### config.mk
export PLATFORM = sky130hd
export DESIGN_NAME = slab_bin_allocator
export DESIGN_NICKNAME = d
export VERILOG_FILES = /design/src/rtl/sba_pkg.sv /design/src/rtl/sba_ram.sv /design/src/rtl/sba_front.sv /design/src/rtl/sba_queue.sv /design/src/rtl/sba_back.sv /design/src/rtl/slab_bin_allocator.sv
export SDC_FILE = /design/constraint.sdc
export NUM_CORES = 1
export LEC_CHECK = 0
export BUFFER_PORTS_ARGS = -buffer_cell sky130_fd_sc_hd__buf_4
export CAP_MARGIN = 5
export CELL_PAD_IN_SITES_DETAIL_PLACEMENT = 0
export CELL_PAD_IN_SITES_GLOBAL_PLACEMENT = 1
export CORE_ASPECT_RATIO = 0.9
export CORE_MARGIN = 2
export CORE_UTILIZATION = 45
export CTS_CLUSTER_SIZE = 25
export DETAILED_ROUTE_END_ITERATION = 8
export PLACE_DENSITY = 0.79
export REMOVE_ABC_BUFFERS = 1
export SLEW_MARGIN = 20
export SYNTH_ARGS = -nofsm -noshare
export SYNTH_HDL_FRONTEND = slang
export SYNTH_SLANG_ARGS = --single-unit
### constraint.sdc
create_clock -name i_clk -period 8.6 [get_ports i_clk]
set_clock_uncertainty 0.05 [all_clocks]
set_input_delay 1.72 -clock i_clk [delete_from_list [all_inputs] [get_ports i_clk]]
set_output_delay 1.72 -clock i_clk [all_outputs]
set_load 0.005 [all_outputs]
### src/rtl/sba_pkg.sv
`timescale 1ns / 1ps

package sba_pkg;

    // fixed field widths
    localparam int REQ_W    = 16;
    localparam int SIZE_W   = 17;
    localparam int HANDLE_W = 7;

    // opcodes
    localparam logic OP_ALLOC = 1'b0;
    localparam logic OP_FREE  = 1'b1;

    // result status codes
    typedef enum logic [1:0] {
        ST_ALLOCATED     = 2'd0,
        ST_FREED         = 2'd1,
        ST_NO_SPACE      = 2'd2,
        ST_NOT_ALLOCATED = 2'd3
    } t_status;

    // back end sequencer
    typedef enum logic [1:0] {
        BK_IDLE,
        BK_SCAN,
        BK_FREE_CHK,
        BK_DONE
    } t_back_state;

endpackage

### src/rtl/sba_ram.sv
`timescale 1ns / 1ps

module sba_ram #(
    parameter int WIDTH = 8,
    parameter int DEPTH = 16
) (
    input  logic                                    i_clk,
    input  logic                                    i_we,
    input  logic [(DEPTH > 1 ? $clog2(DEPTH) : 1)-1:0] i_waddr,
    input  logic [WIDTH-1:0]                        i_wdata,
    input  logic                                    i_re,
    input  logic [(DEPTH > 1 ? $clog2(DEPTH) : 1)-1:0] i_raddr,
    output logic [WIDTH-1:0]                        o_rdata
);

    logic [WIDTH-1:0] r_mem [DEPTH];

    // one write port, one registered read port
    always_ff @(posedge i_clk) begin
        if (i_we) begin
            r_mem[i_waddr] <= i_wdata;
        end
        if (i_re) begin
            o_rdata <= r_mem[i_raddr];
        end
    end

endmodule

### src/rtl/sba_front.sv
`timescale 1ns / 1ps

module sba_front #(
    parameter int PAGES_PER_BIN = 8,
    parameter int ALIGN_BYTES   = 32,
    parameter int SW            = 3,
    parameter int ITEM_W        = 28
) (
    input  logic                         i_clk,
    input  logic                         i_rst_n,
    input  logic                         i_valid,
    output logic                         o_stall,
    input  logic                         i_opcode,
    input  logic [sba_pkg::REQ_W-1:0]    i_request_size,
    input  logic [sba_pkg::HANDLE_W-1:0] i_slot_handle,
    output logic                         o_push,
    output logic [ITEM_W-1:0]            o_item,
    input  logic                         i_full
);

    // exact reciprocals for division by the alignment and by the bin size
    localparam int          S1  = sba_pkg::SIZE_W + $clog2(ALIGN_BYTES);
    localparam logic [18:0] R1  = 19'(((longint'(1) << S1) + ALIGN_BYTES - 1) / ALIGN_BYTES);
    localparam int          S2  = sba_pkg::HANDLE_W + $clog2(PAGES_PER_BIN);
    localparam logic [8:0]  R2  = 9'(((longint'(1) << S2) + PAGES_PER_BIN - 1) / PAGES_PER_BIN);
    localparam int          P1W = sba_pkg::SIZE_W + 19;
    localparam int          P2W = sba_pkg::HANDLE_W + 9;
    localparam int          NPW = sba_pkg::SIZE_W + 13;
    localparam int          BPW = 2 * sba_pkg::HANDLE_W;

    logic                              r1_vld, r1_op;
    logic [sba_pkg::SIZE_W-1:0]        r1_x;
    logic [sba_pkg::HANDLE_W-1:0]      r1_handle;
    logic                              r2_vld, r2_op;
    logic [sba_pkg::SIZE_W-1:0]        r2_q;
    logic [sba_pkg::HANDLE_W-1:0]      r2_bin, r2_handle;

    logic                              load1, load2, adv2;
    logic [P1W-1:0]                    prod1, shr1;
    logic [P2W-1:0]                    prod2, shr2;
    logic [NPW-1:0]                    need_full;
    logic [BPW-1:0]                    slot_full;

    // stage handshakes
    assign adv2    = r2_vld && !i_full;
    assign load2   = r1_vld && (!r2_vld || adv2);
    assign o_stall = r1_vld && !load2;
    assign load1   = i_valid && !o_stall;
    assign o_push  = adv2;

    // quotients by reciprocal multiply
    assign prod1 = P1W'(r1_x) * P1W'(R1);
    assign shr1  = prod1 >> S1;
    assign prod2 = P2W'(r1_handle) * P2W'(R2);
    assign shr2  = prod2 >> S2;

    // rounded size and slot index
    assign need_full = NPW'(r2_q) * NPW'(ALIGN_BYTES);
    assign slot_full = BPW'(r2_handle) - BPW'(r2_bin) * BPW'(PAGES_PER_BIN);
    assign o_item    = {r2_op, need_full[sba_pkg::SIZE_W-1:0], r2_bin, slot_full[SW-1:0]};

    // valid bits
    always_ff @(posedge i_clk) begin
        if (!i_rst_n) begin
            r1_vld <= 1'b0;
            r2_vld <= 1'b0;
        end else begin
            if (load1) begin
                r1_vld <= 1'b1;
            end else if (load2) begin
                r1_vld <= 1'b0;
            end
            if (load2) begin
                r2_vld <= 1'b1;
            end else if (adv2) begin
                r2_vld <= 1'b0;
            end
        end
    end

    // payload stages
    always_ff @(posedge i_clk) begin
        if (load1) begin
            r1_op     <= i_opcode;
            r1_x      <= sba_pkg::SIZE_W'(i_request_size) + sba_pkg::SIZE_W'(ALIGN_BYTES - 1);
            r1_handle <= i_slot_handle;
        end
        if (load2) begin
            r2_op     <= r1_op;
            r2_q      <= shr1[sba_pkg::SIZE_W-1:0];
            r2_bin    <= shr2[sba_pkg::HANDLE_W-1:0];
            r2_handle <= r1_handle;
        end
    end

endmodule

### src/rtl/sba_queue.sv
`timescale 1ns / 1ps

module sba_queue #(
    parameter int WIDTH = 28,
    parameter int DEPTH = 2
) (
    input  logic             i_clk,
    input  logic             i_rst_n,
    input  logic             i_push,
    input  logic [WIDTH-1:0] i_data,
    output logic             o_full,
    input  logic             i_pop,
    output logic [WIDTH-1:0] o_data,
    output logic             o_empty
);

    localparam int PW = (DEPTH > 1) ? $clog2(DEPTH) : 1;
    localparam int CW = $clog2(DEPTH + 1);

    logic [WIDTH-1:0] r_buf [DEPTH];
    logic [PW-1:0]    r_wr_ptr, r_rd_ptr;
    logic [CW-1:0]    r_count;

    assign o_full  = (r_count == CW'(DEPTH));
    assign o_empty = (r_count == '0);
    assign o_data  = r_buf[r_rd_ptr];

    // pointers and fill level
    always_ff @(posedge i_clk) begin
        if (!i_rst_n) begin
            r_wr_ptr <= '0;
            r_rd_ptr <= '0;
            r_count  <= '0;
        end else begin
            if (i_push) begin
                r_wr_ptr <= (r_wr_ptr == PW'(DEPTH - 1)) ? '0 : r_wr_ptr + 1'b1;
            end
            if (i_pop) begin
                r_rd_ptr <= (r_rd_ptr == PW'(DEPTH - 1)) ? '0 : r_rd_ptr + 1'b1;
            end
            if (i_push && !i_pop) begin
                r_count <= r_count + 1'b1;
            end else if (i_pop && !i_push) begin
                r_count <= r_count - 1'b1;
            end
        end
    end

    // storage
    always_ff @(posedge i_clk) begin
        if (i_push) begin
            r_buf[r_wr_ptr] <= i_data;
        end
    end

endmodule

### src/rtl/sba_back.sv
`timescale 1ns / 1ps

module sba_back #(
    parameter int MAX_BINS      = 16,
    parameter int PAGES_PER_BIN = 8,
    parameter int SW            = 3,
    parameter int ITEM_W        = 28
) (
    input  logic                         i_clk,
    input  logic                         i_rst_n,
    input  logic [ITEM_W-1:0]            i_item,
    input  logic                         i_empty,
    output logic                         o_pop,
    output logic                         o_valid,
    input  logic                         i_stall,
    output logic [1:0]                   o_status,
    output logic [sba_pkg::HANDLE_W-1:0] o_granted_handle,
    output logic [sba_pkg::SIZE_W-1:0]   o_granted_slot_size
);

    localparam int BW   = (MAX_BINS > 1) ? $clog2(MAX_BINS) : 1;
    localparam int CW   = $clog2(MAX_BINS + 1);
    localparam int CMPW = sba_pkg::HANDLE_W + 1;
    localparam int HPW  = BW + sba_pkg::HANDLE_W;
    localparam logic [PAGES_PER_BIN-1:0] INIT_FREE = ~(PAGES_PER_BIN'(1));

    sba_pkg::t_back_state r_state, n_state;

    logic [CW-1:0]                r_bins, n_bins;
    logic [CW-1:0]                r_iss, n_iss;
    logic                         r_dv, n_dv;
    logic [BW-1:0]                r_chk, n_chk;
    logic                         r_op, n_op;
    logic [sba_pkg::SIZE_W-1:0]   r_need, n_need;
    logic [sba_pkg::HANDLE_W-1:0] r_bin, n_bin;
    logic [SW-1:0]                r_slot, n_slot;

    sba_pkg::t_status             r_res_status, n_res_status;
    logic [BW-1:0]                r_res_bin, n_res_bin;
    logic [SW-1:0]                r_res_slot, n_res_slot;
    logic [sba_pkg::SIZE_W-1:0]   r_res_size, n_res_size;

    logic                         r_out_vld, n_out_vld;
    sba_pkg::t_status             r_out_status;

    // head of queue
    logic                         h_op;
    logic [sba_pkg::SIZE_W-1:0]   h_need;
    logic [sba_pkg::HANDLE_W-1:0] h_bin;
    logic [SW-1:0]                h_slot;
    logic                         h_bin_ok;

    // memory ports
    logic                         re, size_we, free_we;
    logic [BW-1:0]                raddr, waddr;
    logic [sba_pkg::SIZE_W-1:0]   size_wdata, size_q;
    logic [PAGES_PER_BIN-1:0]     free_wdata, free_q, free_iso, slot_bit;
    logic [SW-1:0]                low_slot;

    logic                         hit, more, out_free, load_out;
    logic [HPW-1:0]               handle_full;

    assign {h_op, h_need, h_bin, h_slot} = i_item;
    assign h_bin_ok = CMPW'(h_bin) < CMPW'(r_bins);

    sba_ram #(
        .WIDTH (sba_pkg::SIZE_W),
        .DEPTH (MAX_BINS)
    ) u_size_ram (
        .i_clk   (i_clk),
        .i_we    (size_we),
        .i_waddr (waddr),
        .i_wdata (size_wdata),
        .i_re    (re),
        .i_raddr (raddr),
        .o_rdata (size_q)
    );

    sba_ram #(
        .WIDTH (PAGES_PER_BIN),
        .DEPTH (MAX_BINS)
    ) u_free_ram (
        .i_clk   (i_clk),
        .i_we    (free_we),
        .i_waddr (waddr),
        .i_wdata (free_wdata),
        .i_re    (re),
        .i_raddr (raddr),
        .o_rdata (free_q)
    );

    // lowest free slot of the bin just read
    assign free_iso = free_q & (~free_q + 1'b1);
    always_comb begin
        low_slot = '0;
        for (int i = 0; i < PAGES_PER_BIN; i++) begin
            if (free_iso[i]) begin
                low_slot = low_slot | SW'(i);
            end
        end
    end

    assign slot_bit = PAGES_PER_BIN'(1) << r_slot;
    assign hit      = r_dv && (size_q >= r_need) && (free_q != '0);
    assign more     = r_iss < r_bins;
    assign out_free = !r_out_vld || !i_stall;
    assign load_out = (r_state == sba_pkg::BK_DONE) && out_free;

    // next state
    always_comb begin
        n_state = r_state;
        unique case (r_state)
            sba_pkg::BK_IDLE: begin
                if (!i_empty) begin
                    if (h_op == sba_pkg::OP_ALLOC) begin
                        n_state = sba_pkg::BK_SCAN;
                    end else if (h_bin_ok) begin
                        n_state = sba_pkg::BK_FREE_CHK;
                    end else begin
                        n_state = sba_pkg::BK_DONE;
                    end
                end
            end
            sba_pkg::BK_SCAN: begin
                if (hit || !more) begin
                    n_state = sba_pkg::BK_DONE;
                end
            end
            sba_pkg::BK_FREE_CHK: begin
                n_state = sba_pkg::BK_DONE;
            end
            sba_pkg::BK_DONE: begin
                if (out_free) begin
                    n_state = sba_pkg::BK_IDLE;
                end
            end
            default: n_state = sba_pkg::BK_IDLE;
        endcase
    end

    // datapath and memory controls
    always_comb begin
        n_bins       = r_bins;
        n_iss        = r_iss;
        n_dv         = r_dv;
        n_chk        = r_chk;
        n_op         = r_op;
        n_need       = r_need;
        n_bin        = r_bin;
        n_slot       = r_slot;
        n_res_status = r_res_status;
        n_res_bin    = r_res_bin;
        n_res_slot   = r_res_slot;
        n_res_size   = r_res_size;
        o_pop        = 1'b0;
        re           = 1'b0;
        raddr        = '0;
        size_we      = 1'b0;
        free_we      = 1'b0;
        waddr        = '0;
        size_wdata   = r_need;
        free_wdata   = free_q;
        unique case (r_state)
            sba_pkg::BK_IDLE: begin
                if (!i_empty) begin
                    o_pop  = 1'b1;
                    n_op   = h_op;
                    n_need = h_need;
                    n_bin  = h_bin;
                    n_slot = h_slot;
                    n_iss  = '0;
                    n_dv   = 1'b0;
                    if (h_op == sba_pkg::OP_FREE) begin
                        if (h_bin_ok) begin
                            re    = 1'b1;
                            raddr = h_bin[BW-1:0];
                        end else begin
                            n_res_status = sba_pkg::ST_NOT_ALLOCATED;
                            n_res_bin    = '0;
                            n_res_slot   = '0;
                            n_res_size   = '0;
                        end
                    end
                end
            end
            sba_pkg::BK_SCAN: begin
                if (hit) begin
                    // first fitting bin: take its lowest free slot
                    free_we      = 1'b1;
                    waddr        = r_chk;
                    free_wdata   = free_q & ~free_iso;
                    n_res_status = sba_pkg::ST_ALLOCATED;
                    n_res_bin    = r_chk;
                    n_res_slot   = low_slot;
                    n_res_size   = size_q;
                end else if (more) begin
                    // read the next bin in creation order
                    re    = 1'b1;
                    raddr = r_iss[BW-1:0];
                    n_chk = r_iss[BW-1:0];
                    n_iss = r_iss + 1'b1;
                    n_dv  = 1'b1;
                end else if (r_bins == CW'(MAX_BINS)) begin
                    n_res_status = sba_pkg::ST_NO_SPACE;
                    n_res_bin    = '0;
                    n_res_slot   = '0;
                    n_res_size   = '0;
                end else begin
                    // no bin fits: create one and take slot 0
                    size_we      = 1'b1;
                    free_we      = 1'b1;
                    waddr        = r_bins[BW-1:0];
                    size_wdata   = r_need;
                    free_wdata   = INIT_FREE;
                    n_bins       = r_bins + 1'b1;
                    n_res_status = sba_pkg::ST_ALLOCATED;
                    n_res_bin    = r_bins[BW-1:0];
                    n_res_slot   = '0;
                    n_res_size   = r_need;
                end
            end
            sba_pkg::BK_FREE_CHK: begin
                n_res_bin  = '0;
                n_res_slot = '0;
                n_res_size = '0;
                if ((free_q & slot_bit) != '0) begin
                    n_res_status = sba_pkg::ST_NOT_ALLOCATED;
                end else begin
                    free_we      = 1'b1;
                    waddr        = r_bin[BW-1:0];
                    free_wdata   = free_q | slot_bit;
                    n_res_status = sba_pkg::ST_FREED;
                end
            end
            sba_pkg::BK_DONE: begin
            end
            default: begin
            end
        endcase
    end

    // output register valid
    always_comb begin
        if (load_out) begin
            n_out_vld = 1'b1;
        end else if (!i_stall) begin
            n_out_vld = 1'b0;
        end else begin
            n_out_vld = r_out_vld;
        end
    end

    assign handle_full = HPW'(r_res_bin) * HPW'(PAGES_PER_BIN) + HPW'(r_res_slot);

    // control registers
    always_ff @(posedge i_clk) begin
        if (!i_rst_n) begin
            r_state   <= sba_pkg::BK_IDLE;
            r_bins    <= '0;
            r_iss     <= '0;
            r_dv      <= 1'b0;
            r_out_vld <= 1'b0;
        end else begin
            r_state   <= n_state;
            r_bins    <= n_bins;
            r_iss     <= n_iss;
            r_dv      <= n_dv;
            r_out_vld <= n_out_vld;
        end
    end

    // payload registers
    always_ff @(posedge i_clk) begin
        r_chk        <= n_chk;
        r_op         <= n_op;
        r_need       <= n_need;
        r_bin        <= n_bin;
        r_slot       <= n_slot;
        r_res_status <= n_res_status;
        r_res_bin    <= n_res_bin;
        r_res_slot   <= n_res_slot;
        r_res_size   <= n_res_size;
        if (load_out) begin
            r_out_status        <= r_res_status;
            o_granted_handle    <= handle_full[sba_pkg::HANDLE_W-1:0];
            o_granted_slot_size <= r_res_size;
        end
    end

    assign o_valid  = r_out_vld;
    assign o_status = r_out_status;

endmodule

### src/rtl/slab_bin_allocator.sv
`timescale 1ns / 1ps

// First-fit slab allocator over a table of up to MAX_BINS bins.
// Input channel (i_valid / o_stall): one request per transfer, i_opcode
// selects allocate (i_request_size) or free (i_slot_handle).
// Output channel (o_valid / i_stall): exactly one result per request, in
// order: o_status, o_granted_handle, o_granted_slot_size.
// A front pipeline (two stages) rounds the size up to ALIGN_BYTES and splits
// the handle into bin and slot; a two-entry queue feeds the back end, which
// holds the bin table in two small RAMs and scans it one bin per cycle.
// The back end takes one item at a time: IDLE, then SCAN or FREE_CHK where
// needed, then DONE. A free with a valid bin does one RAM read; an allocate
// reads the bins in use in creation order, one RAM read per cycle, until one
// fits, while the front and the queue go on accepting items.
// Reset empties the bin table (bins_in_use = 0), the queue and all stages.
// When the receiver stalls, the result holds in the output register; the
// back end finishes the next item and waits, the queue and front fill up,
// and o_stall then rises.

module slab_bin_allocator #(
    parameter int MAX_BINS      = 16,
    parameter int PAGES_PER_BIN = 8,
    parameter int ALIGN_BYTES   = 32
) (
    input  logic                         i_clk,
    input  logic                         i_rst_n,
    input  logic                         i_valid,
    output logic                         o_stall,
    input  logic                         i_opcode,
    input  logic [sba_pkg::REQ_W-1:0]    i_request_size,
    input  logic [sba_pkg::HANDLE_W-1:0] i_slot_handle,
    output logic                         o_valid,
    input  logic                         i_stall,
    output logic [1:0]                   o_status,
    output logic [sba_pkg::HANDLE_W-1:0] o_granted_handle,
    output logic [sba_pkg::SIZE_W-1:0]   o_granted_slot_size
);

    localparam int SW     = (PAGES_PER_BIN > 1) ? $clog2(PAGES_PER_BIN) : 1;
    localparam int ITEM_W = 1 + sba_pkg::SIZE_W + sba_pkg::HANDLE_W + SW;

    logic              push, full, pop, empty;
    logic [ITEM_W-1:0] push_item, head_item;

    // request classification
    sba_front #(
        .PAGES_PER_BIN (PAGES_PER_BIN),
        .ALIGN_BYTES   (ALIGN_BYTES),
        .SW            (SW),
        .ITEM_W        (ITEM_W)
    ) u_front (
        .i_clk          (i_clk),
        .i_rst_n        (i_rst_n),
        .i_valid        (i_valid),
        .o_stall        (o_stall),
        .i_opcode       (i_opcode),
        .i_request_size (i_request_size),
        .i_slot_handle  (i_slot_handle),
        .o_push         (push),
        .o_item         (push_item),
        .i_full         (full)
    );

    // decoupling queue
    sba_queue #(
        .WIDTH (ITEM_W),
        .DEPTH (2)
    ) u_queue (
        .i_clk   (i_clk),
        .i_rst_n (i_rst_n),
        .i_push  (push),
        .i_data  (push_item),
        .o_full  (full),
        .i_pop   (pop),
        .o_data  (head_item),
        .o_empty (empty)
    );

    // bin table and result register
    sba_back #(
        .MAX_BINS      (MAX_BINS),
        .PAGES_PER_BIN (PAGES_PER_BIN),
        .SW            (SW),
        .ITEM_W        (ITEM_W)
    ) u_back (
        .i_clk               (i_clk),
        .i_rst_n             (i_rst_n),
        .i_item              (head_item),
        .i_empty             (empty),
        .o_pop               (pop),
        .o_valid             (o_valid),
        .i_stall             (i_stall),
        .o_status            (o_status),
        .o_granted_handle    (o_granted_handle),
        .o_granted_slot_size (o_granted_slot_size)
    );

endmodule
==> run summary <==
Pins over their slew limit - 0
Post-synth EDFFs - 485
Hold Path Stages - 0
Most frequent cells in the layout - edfxtp_1 (485), nand2_1 (296), nor2_1 (154)
CTS sink cnt - 506
Slew of the pin with the lowest slew margin - 1.100 ns
Initial antenna violation count - 0
Slowest-stage cell, CP - dfxtp_1
Final Cycle Share - 62.56%
Maxcap violations - 0
Post-synthesis sequential area ratio - 72.72%
Total power - 6.703 mW
CP Launch Type - flop
WL/cell - 21.02 um
Antenna diode instance count - 0
Setup TNS - 0 ns
Setup Viol. Count Final - 0
Worst EP arrival - 5.66 ns
Global router's overall resource usage - 20.15%
Vias in the first global route - 12312
Worst skew pair latency - 0.60 ns
Post-synth ARST share - 0%
R2R cell count - 11
CP Max Fanout - 41
Req. time, crit path - 8.88 ns
Share of layout cells above drive strength 1 - 12.58%
Synth Flop Type - edfxtp_1
Top-area cell type share of the netlist area - 70.68%
Hold Path Class - reg2reg
FP Rows - 74
Slew HR - 26.66%
Netlist cell types - 69
Clock Pin Slew Worst Setup and Hold Paths - 0.06 ns
Crit end category - flop
Leak - 7.906 nW
TritonCTS clock tree - built
Initial DRC Count - 1301
PD cells - 287.5 nW/um2
Area growth, synth to finish - 13.13%
Status - finished clean
Top Ports - 56
Crit Path Class - reg2reg
CTS Root Cell - clkbuf_16
Antenna-violating nets left - 0
Post-synthesis cell count - 1576
Initial Util - 45.51%
Pin count of the biggest net entering global routing - 96
GPL Wtd Cong - 0.8569
Post_cts resized - 0
Synth area leaders - edfxtp_1 (71%), nand2_1 (5.4%), nor2_1 (2.8%)
Seq cells post-synth - 506
Hpwl dp - 28180 um
Crit path cell chain - mux2_2 -> ha_1 -> o21a_1 -> o21ai_0 -> a221oi_2 -> nor3_1 -> a21o_1 -> buf_4 -> nand2_1 -> a211oi_1 -> o41ai_2
Gr ovfl total - 0
Final Util - 51.49%
Routed vias/inst - 5.568
Maximum VDD drop - 156.6 uV
Clk buf depth - 3
Post-Synthesis Cell Area - 20610 um2
Final worst slack - 3.220 ns
Die Y - 207.0 um
Vias after detailed routing - 12640
Commonest non-fill, non-tap cell in the layout - edfxtp_1
CTS buffer count - 50
Syn_area_per_cell - 13.07 um2
Crit-path max cell delay - 0.91 ns
Peak Freq - 0.1859 GHz
Post-placement setup slack - 3.330 ns
Post-Route WL - 47710 um
First drt pass iteration count - 5
Fin. Hold Viols - 0
Residual DRC count - 0
CORE AREA - 45280 um2
Die Area - 47520 um2
Die Wd - 229.6 um
RSZ-0062 raised after global routing - no
Nets - 1684
Hold Buf Count CTS - 0
First-pass GRT wire length - 73400 um
Setup repair bufs after CTS - 0
Htree depth - 2
Synth area leader - edfxtp_1
Fin crit period - 5.380 ns
Port Buffers - 50
Ys Warns - 0
==> area by class of cell <==
type                       instances  area [um2]
fill                            3763       21960
tap                              608       760.7
inverter                          37       141.4
multi-input combinational        951        5258
sequential                       506       14980
clock inverter                    28       230.2
clock buffer                      58        1303
timing repair buffer              82       635.6
==> layer usage <==
metal	global-route usage (%)	vias to the layer above	share of wire, %	wire length [um]
met2	32.24	474	47	22550
met1	28.06	6240	43	20570
met4	6.829	0	2.6	1232
met5	0	-	0	0
met3	3.428	78	7.0	3360
li1	-	5848	-	-
==> worst max-delay path, delay by kind of cell (launching register included) <==
kind,cells,cell delay [ns]
DFF,1,0.91
buffers and inverters,1,0.48
muxes,1,0.45
and+or+nand+nor,2,1.62
adders and majority gates,1,0.29
AOI/OAI and AO/OA,6,1.32
==> final timing paths <==
kind / slack [ns] / start / endpoint
setup / recovery: 3.22 / flop / u_back.u_free_ram.o_rdata[6]$_DFFE_PP_
hold / removal: 0.37 / u_front.r1_handle[3]$_DFFE_PP_ / u_front.r2_bin[0]$_DFFE_PP_
setup reg to reg: 3.22 / flop / u_back.u_free_ram.o_rdata[6]$_DFFE_PP_
hold reg to reg: 0.37 / u_front.r1_handle[3]$_DFFE_PP_ / u_front.r2_bin[0]$_DFFE_PP_
==> through the flow <==
stage | instance area (um2) | cells | hold WS, ns
after global placement | 21740 | 2183 | 0.3506
after floorplan | 20210 | 1494 | 0.3503
after detailed placement | 21750 | 2183 | 0.3545
after CTS | 23280 | 2269 | 0.3677
final | 23310 | 2270 | 0.3672
after global routing | 23310 | 2270 | 0.3705
==> cells in the mapped netlist, types with 2 or more instances <==
library cell and instances:
a21oi_2 3, nor3_1 20, a32o_1 2, a21oi_1 31, a21boi_0 8, or2_2 2, ha_1 28, xnor2_1 13
nor2_1 154, mux2i_1 3, nor2b_1 9, or3_1 3, a21o_1 2, nand4_1 8, a22o_1 8, o21ai_1 24
or4_1 3, and3_1 2, nor3b_1 3, mux2_2 17, a211o_1 3, a211oi_1 4, nand3_1 104, clkbuf_1 44
inv_1 35, dfxtp_1 21, a2111oi_0 2, buf_6 3, or4_4 2, o21a_1 12, buf_4 7, xor2_1 4
edfxtp_1 485, a31oi_1 40, nand2_1 296, buf_1 2, o21ai_0 61, and2_1 17, a32oi_1 20, o22ai_1 3
buf_2 30, nand2b_1 8, nor3_2 4
==> power breakdown <==
part | internal (mW) | switching, mW
sequential | 3.20 | 0.181
combinational | 0.370 | 0.890
clock | 1.17 | 0.892
total | 4.74 | 1.96
==> flip-flops by register name, summed over array words and instances (netlist names), 4 cells and up, named ones only <==
name                        cells
u_back.u_free_ram.r_mem       128
u_front.r2_q                   12
u_queue.r_buf                  40
u_back.o_granted_slot_size     12
u_front.r1_x                   12
u_back.r_res_size              12
u_back.r_bins                   5
u_back.r_chk                    4
u_back.r_iss                    5
u_back.r_bin                    4
u_front.r1_handle               7
u_back.r_need                  12
u_back.u_size_ram.r_mem       192
u_front.r2_bin                  4
u_back.r_res_bin                4
u_back.u_size_ram.o_rdata      12
u_back.u_free_ram.o_rdata       8
u_back.o_granted_handle         7
==> cells by family (layout without fill, tap and decap cells) <==
| group | count (synthesis) | in the layout | synth area share (%) |
|---|---|---|---|
| AND/OR/NAND/NOR | 640 | 640 | 13.53 |
| flip-flops | 506 | 506 | 72.72 |
| AO/OA/AOI/OAI | 241 | 241 | 7.566 |
| buffers and inverters | 123 | 205 | 2.672 |
| adder cells (fa/ha/maj) | 28 | 28 | 1.700 |
| multiplexers | 20 | 20 | 1.075 |
| XOR/XNOR | 17 | 17 | 0.7226 |
| other | 1 | 5 | 0.01820 |
Note: power is estimated with default switching activity, not from simulation.
